`src/sv/rgpsq_pkg.sv`:
```
package rgpsq_pkg;

    // Default sizes
    localparam int DEF_PEER_SLOTS  = 16;
    localparam int DEF_QUEUE_DEPTH = 64;

    // Fixed field widths
    localparam int REV_W    = 64;
    localparam int HOST_W   = 64;
    localparam int PORT_W   = 16;
    localparam int HANDLE_W = 32;
    localparam int LEN_W    = 16;
    localparam int QCNT_W   = 7;
    localparam int PCNT_W   = 5;
    localparam int KIND_W   = 3;

    // Packed stream widths
    localparam int IN_BITS   = 2 * HOST_W + 1 + PORT_W + HANDLE_W + LEN_W + 1 + REV_W;
    localparam int IN_DATA_W = ((IN_BITS + 7) / 8) * 8;
    localparam int OUT_BITS  = 2 + REV_W + HANDLE_W + LEN_W + QCNT_W + PCNT_W + 1;
    localparam int OUT_DATA_W = ((OUT_BITS + 7) / 8) * 8;

    localparam logic [REV_W-1:0] REV_MAX = '1;

    // Request codes
    typedef enum logic [KIND_W-1:0] {
        OP_UPSERT  = 3'd0,
        OP_REMOVE  = 3'd1,
        OP_ADVANCE = 3'd2,
        OP_ENQUEUE = 3'd3,
        OP_TAKE    = 3'd4
    } t_op;

    // Classified request handed from front to back
    typedef struct packed {
        logic                op_ok;
        t_op                 op;
        logic [HOST_W-1:0]   host_high;
        logic [HOST_W-1:0]   host_low;
        logic                host_null;
        logic [PORT_W-1:0]   peer_port;
        logic                port_nz;
        logic [HANDLE_W-1:0] payload_handle;
        logic [LEN_W-1:0]    payload_length;
        logic                len_nz;
        logic                use_expected;
        logic [REV_W-1:0]    expected_revision;
    } t_req;

    // Back-end sequencer states
    typedef enum logic [2:0] {
        ST_IDLE,
        ST_SCAN,
        ST_TAKE_RD,
        ST_TAKE_CHK,
        ST_EXEC
    } t_state;

endpackage

```
`src/sv/rgpsq_front.sv`:
```
module rgpsq_front (
    input  logic                          i_clk,
    input  logic                          i_rst_n,
    input  logic                          i_s_tvalid,
    output logic                          o_s_tready,
    // tdata: host_high, host_low, host_null, peer_port, payload_handle,
    //        payload_length, use_expected, expected_revision, zero pad
    input  logic [rgpsq_pkg::IN_DATA_W-1:0] i_s_tdata,
    // tuser: kind
    input  logic [rgpsq_pkg::KIND_W-1:0]  i_s_tuser,
    output logic                          o_req_valid,
    input  logic                          i_req_ready,
    output rgpsq_pkg::t_req               o_req
);
    import rgpsq_pkg::*;

    localparam int FQ_DEPTH = 2;

    t_req       w_req;
    t_req       r_fifo [FQ_DEPTH];
    logic       r_wp, n_wp;
    logic       r_rp, n_rp;
    logic [1:0] r_cnt, n_cnt;
    logic       w_push, w_pop;

    // Unpack and classify the incoming request
    always_comb begin
        w_req = '0;
        w_req.host_high         = i_s_tdata[63:0];
        w_req.host_low          = i_s_tdata[127:64];
        w_req.host_null         = i_s_tdata[128];
        w_req.peer_port         = i_s_tdata[144:129];
        w_req.payload_handle    = i_s_tdata[176:145];
        w_req.payload_length    = i_s_tdata[192:177];
        w_req.use_expected      = i_s_tdata[193];
        w_req.expected_revision = i_s_tdata[257:194];
        w_req.port_nz           = (w_req.peer_port != '0);
        w_req.len_nz            = (w_req.payload_length != '0);
        w_req.op                = OP_ADVANCE;
        w_req.op_ok             = 1'b0;
        case (i_s_tuser)
            OP_UPSERT, OP_REMOVE, OP_ADVANCE, OP_ENQUEUE, OP_TAKE: begin
                w_req.op    = t_op'(i_s_tuser);
                w_req.op_ok = 1'b1;
            end
            default: begin
                w_req.op_ok = 1'b0;
            end
        endcase
    end

    assign o_s_tready  = (r_cnt != 2'(FQ_DEPTH));
    assign o_req_valid = (r_cnt != 2'd0);
    assign o_req       = r_fifo[r_rp];
    assign w_push      = i_s_tvalid && o_s_tready;
    assign w_pop       = o_req_valid && i_req_ready;

    // Pointer and count update
    always_comb begin
        n_wp  = w_push ? ~r_wp : r_wp;
        n_rp  = w_pop ? ~r_rp : r_rp;
        n_cnt = r_cnt + 2'(w_push) - 2'(w_pop);
    end

    always_ff @(posedge i_clk) begin
        if (!i_rst_n) begin
            r_wp  <= 1'b0;
            r_rp  <= 1'b0;
            r_cnt <= 2'd0;
        end else begin
            r_wp  <= n_wp;
            r_rp  <= n_rp;
            r_cnt <= n_cnt;
        end
    end

    always_ff @(posedge i_clk) begin
        if (w_push) begin
            r_fifo[r_wp] <= w_req;
        end
    end

`ifndef SYNTHESIS
    a_cnt_range: assert property (@(posedge i_clk) disable iff (!i_rst_n)
        r_cnt <= 2'(FQ_DEPTH)) else $error("front queue overfilled");
    a_ptr_gap: assert property (@(posedge i_clk) disable iff (!i_rst_n)
        (r_cnt == 2'd0 || r_cnt == 2'(FQ_DEPTH)) |-> (r_wp == r_rp))
        else $error("front pointers disagree with count");
    a_push_cnt: assert property (@(posedge i_clk) disable iff (!i_rst_n)
        (w_push && !w_pop) |=> (r_cnt != 2'd0)) else $error("push lost");
`endif

endmodule

```
`config.mk`:
```
export PLATFORM = sky130hd
export DESIGN_NAME = rgpsq_front
export DESIGN_NICKNAME = d
export VERILOG_FILES = /design/src/sv/rgpsq_pkg.sv /design/src/sv/rgpsq_front.sv
export SDC_FILE = /design/constraint.sdc
export NUM_CORES = 1
export LEC_CHECK = 0
export ABC_AREA = 1
export CORE_AREA = 2 2 209 211
export DETAILED_ROUTE_END_ITERATION = 7
export DIE_AREA = 0 0 211 213
export DONT_BUFFER_PORTS = 1
export PLACE_DENSITY = 0.59
export SLEW_MARGIN = 20
export SYNTH_ARGS = -nofsm -noshare
export SYNTH_HDL_FRONTEND = slang
export SYNTH_SLANG_ARGS = --single-unit
```
`constraint.sdc`:
```
create_clock -name i_clk -period 41.1 [get_ports i_clk]
set_clock_uncertainty 0.2 [all_clocks]
set_input_delay 6.165 -clock i_clk [delete_from_list [all_inputs] [get_ports i_clk]]
set_output_delay 6.165 -clock i_clk [all_outputs]
set_load 0.005 [all_outputs]
```
* Word level (Yosys, flattened, before mapping)
Memories as Yosys holds them, arrays and structs flattened. A register that Yosys moved wholly into a read port is not among the register bits.
Cells that the tools add are included.
** Word-level totals
- Flip-flop bits (word level) :: 4
- Memory bits (writable) :: 528
- Input port bits :: 271
- Word-level logic and storage cells :: 26
- Memories kept :: 1
** Operators by class
- Add/subtract/negate cells :: 2
- Equality and inequality tests :: 5
- Muxes and demuxes :: 6
- Bitwise gates (word level) :: 2
- Reductions and logical operators :: 7
** Memory list
- r_fifo :: words 2, width 264, read ports 1, clocked after memory_dff 1, wr ports 1, line rgpsq_front.sv:20 : t_req r_fifo [FQ_DEPTH];
** Operators with widths (count)
- 16-bit nonzero test :: 2
- 3-bit by 2-bit == test with 1-bit output, second input constant :: 2
- 1-bit two-way mux :: 5
- 5-bit OR reduction :: 1
- 3-bit by 1-bit == test with 1-bit output, second input constant :: 1
- 3-bit == test, second input constant :: 1
- 3-bit logical NOT :: 1
- 3-bit two-way mux :: 1
- 2-bit by 1-bit adder with 2-bit output :: 1
- 1-bit logical AND :: 2
- 2-bit != test, second input constant :: 1
- 1-bit NOT :: 2
- 2-bit nonzero test :: 1
- 2-bit by 1-bit subtractor with 2-bit output :: 1

* Depth between registers and ports, before layout
- Depth after elaboration :: 4
- Gate-level depth with buffers :: 11

* Worst setup path before layout
Ideal clock, no wire load.
- Kind :: input to register
- Start :: in i_s_tvalid
- End :: mem r_fifo[1][0] in the netlist's numbering (enable)
- Arrival time :: 17.269 ns
- Setup slack :: 22.735 ns
- Cell stages on the path :: 2
- Buffers on the path :: 0
- Path through :: nand2_1 -> nor2_1
** On the way
- Longest elaborated chain between the ends :: 3
** RTL lines
- start, declared :: line rgpsq_front.sv:4 : input logic i_s_tvalid,
- 1-bit logical AND :: line rgpsq_front.sv:55 : assign w_push = i_s_tvalid && o_s_tready;
- 1-bit two-way mux :: line rgpsq_front.sv:78 : if (w_push) begin
- 1-bit two-way mux (implied by the code) :: line rgpsq_front.sv:79 : r_fifo[r_wp] <= w_req;
- end, declared :: line rgpsq_front.sv:20
Every way passes these cells.

==> summary by stage <==
Finish
0 antenna diodes ended up in the layout. The final layout contains 1196 nets. Fill cells in the final layout number 3439. The count of non-filler cells in the finished layout is 1511. Compared with the post-synthesis result, the final layout area differs by 10.8%. The share of final-layout standard cells stronger than drive strength 1 is 36.8%.

Die
The floorplan step defined a die boundary enclosing 0.0449 mm². The die is 213 µm tall. The effective utilization at floorplan is 45.8%. The number of rows created at floorplan is 76. The I/O pin total is 537. In this run the standard cell core region covers 0.0427 mm². Measured along the x axis, the die boundary spans 211 µm.

Clocking
Buffers inserted during clock tree synthesis total 54. The number of buffers inserted by hold repair at cts is 0. The longest clock path from root to sink contains 3 buffers.

Clock tree synthesis selected as its root buffer the cell clkbuf_16. The CTS tree is done. The number of H-tree levels is 2. Once the clock tree was built, the setup fixing pass inserted 0 buffers. After clock tree synthesis, the clock-pin slew on the worst setup and hold paths is 60 ps. The clock latency at the later pin of the worst-skew pair is 570 ps.

The number of instances resized during post-cts repair is 0. The number of sinks driven by the clock tree is 533.

Synth
The top-area cell type share of the netlist area is 81.0%. The largest family of logic cells by synthesized area is multiplexers. The synthesized-area fraction occupied by adder cells is 0.0639%.

The sequential cell area fraction in the yosys report is 81.5%. The Yosys step of the flow raised 0 warnings. In the synthesized netlist, mux cells make up 15.2% of the area. The synthesized design contains 533 register bits. Summing the areas of all and, or, nand and nor instances in the mapped netlist gives 1.00% of the synthesized area. The count of mapped cells out of synthesis is 886. The most used flip-flop cell after synthesis is edfxtp_1. The synthesized netlist devotes 0.0447% of its cell area to XOR and XNOR gates. edfxtp_1 takes more of the synthesized area than any other cell. The average footprint of a synthesized cell is 22.1 µm². Counting flops with an async set or reset pin after synthesis yields a share of 0%.

The synthesized netlist net count is 1158. The synthesized design contains 528 enable-type register cells. The post-synthesis cell type count is 15.

Yosys attributes the largest share of cell area to edfxtp_1 81%, mux2_2 15%, clkbuf_8 1.6%, nor2_1 0.52%, dfxtp_1 0.51%. The netlist area before placement is 0.0196 mm². The synthesized netlist devotes 0.0256% of its cell area to compound gates.

Global route
The global-route wire length before repair is 54000 µm. The global routing usage summed across all routing layers is 16.6%. The initial antenna violation count was 0. The via count of the first global-routing pass is 8249. The pin count of the biggest net entering global routing is 78. The total overflow left after global routing is 0.

Routing
In the routed design, unresolved DRC markers number 0. After detailed routing, the number of vias per cell comes to 5.31. For this block, the initial DRC count from the detailed router was 406. The wire length after detailed routing is 39200 µm.

After detailed routing, the average wire length per cell comes to 26.0 µm. The vias after detailed routing is 8016. The remaining antenna violation count is 0. The number of detailed-route iterations in the first pass is 4.

Critical path
Traced cell by cell, the critical path runs through buf_4 > buf_4 > mux2_2. STA classifies the critical path startpoint as a flip-flop. The worst endpoint required time is 34740 ps.

The critical path arrival is 3720 ps. For this run, the slowest stage of the critical path takes 890 ps. The peak fanout along the critical path is 74. The most numerous cell type found on the critical path is buf_4. The worst setup path is captured at an output pin. The critical setup path kind is reg2out. The critical path's slowest cell is dfxtp_4.

Placed design
Once placement completed, the tool counted placed cells totaling 1414. Prior to clock tree synthesis, the placed netlist has a worst setup slack of 31530 ps. The detailed-placement wirelength estimate is 26400 µm. The number of buffers added on ports is 0. The routability congestion estimate is 0.750.

Timing
The total count of max-transition violations in the final report is 0. The worst path in the final design needs a cycle of 10090 ps, including I/O delays and setup. In this run the tightest slew margin relative to its limit is 28.2%. The achievable frequency is 99.1 MHz. Setup violations remaining at the end of the flow were counted as 0. Setup repair after global routing left no endpoint under its margin.

The minimum hold slack is 296 ps. The minimum setup slack in the final design is 31010 ps. The number of endpoints with negative hold slack in the final report is 0. After layout, the worst path uses 24.5% of the clock period. Setup total negative slack on the finished layout was measured at 0 ps. At the pin with the least slew margin, the transition time is 1080 ps.

Power
The design draws 1.40 mW. VDD sags by at most 0.0000407 V. The cell leakage power is 6.96 nW. Dividing total power by cell area gives a power density of 64.6 mW/mm².

Worst hold path
The path class of the lowest-slack min-delay path is reg2reg.

Run
Max-cap violations in this run came to 0.

Outcome
The flow ran to the end, and the final reports show no timing, DRC or antenna violations.
[placed cells by master, fill, tap and decap left out]
cell / synthesis / routed
a21oi_1: 1 / 1
buf_4: 0 / 11
bufinv_16: 0 / 4
clkbuf_1: 0 / 11
clkbuf_16: 0 / 57
clkinv_1: 0 / 12
clkinv_2: 0 / 8
clkinv_4: 0 / 1
clkinvlp_4: 0 / 3
dfxtp_1: 5 / 4
dfxtp_4: 0 / 1
edfxtp_1: 528 / 528
ha_1: 1 / 1
inv_1: 10 / 10
inv_6: 0 / 1
mux2_2: 264 / 264
nand2_1: 11 / 11
nand3_1: 1 / 1
nand4_1: 4 / 4
nor2_1: 27 / 25
nor2_4: 0 / 2
nor3_1: 1 / 1
or2_2: 3 / 3
xnor2_1: 1 / 1
[power by group]
part / internal, mW / switching (mW) / total, mW
registers: 0.690 / 0.0217 / 0.712
logic: 0.0881 / 0.132 / 0.220
clock network: 0.276 / 0.192 / 0.469
[Yosys cell counts, types with 3 or more instances]
library cell and instances:
mux2_2 264, dfxtp_1 5, inv_1 10, or2_2 3, edfxtp_1 528, nand2_1 11, buf_6 6, clkbuf_8 23
nor2_1 27, nand4_1 4
[routing by layer]
metal,vias up,share of wire [%],global-route usage [%]
li1,3570,-,-
met1,4037,34,17.0
met2,356,51,28.7
met3,53,13,9.02
met4,0,2.2,6.10
met5,-,0,0
[stage by stage]
step | area (µm²) | util (%)
4_1_cts | 21700 | 50.8
3_3_place_gp | 20000 | 46.8
3_5_place_dp | 20000 | 46.8
2_1_floorplan | 19600 | -
6_report | 21700 | 50.8
5_1_grt | 21700 | 50.8
[layout make-up]
type | instances | area, µm² | area share, %
repair buffers | 11 | 82.6 | 0.381
inverters | 10 | 37.5 | 0.173
multi-input cells | 314 | 3210 | 14.8
well taps | 546 | 683 | 3.15
flip-flops and latches | 533 | 16000 | 73.6
clock buffers | 68 | 1470 | 6.77
clock inverters | 29 | 245 | 1.13
[kinds of logic after synthesis]
family | after synthesis
flip-flops | 533
multiplexers | 264
AND/OR/NAND/NOR | 47
buffers and inverters | 39
AO/OA/AOI/OAI | 1
XOR/XNOR | 1
adder cells (fa/ha/maj) | 1
[sequential cells by signal, indices dropped and copies added (netlist names), named ones only]
name / flops
r_fifo: 528
r_cnt: 2
r_rp: 1
r_wp: 1
[critical path, delay by kind of cell, from the launching register on]
family	cells	cell delay, ps
buf+inv	2	1640
flops	1	890
mux	1	470
[worst paths after layout]
kind | startpoint | endpoint | slack [ps] | depth (start not counted)
setup / recovery | flip-flop | o_req[69] | 31010 | 3
hold / removal | r_rp | flip-flop | 300 | 2
setup reg to reg | r_cnt[0] | r_fifo[1][35] | 37150 | 7
hold reg to reg | r_rp | flip-flop | 300 | 2
No activity file was read; power rests on OpenSTA's default activity.
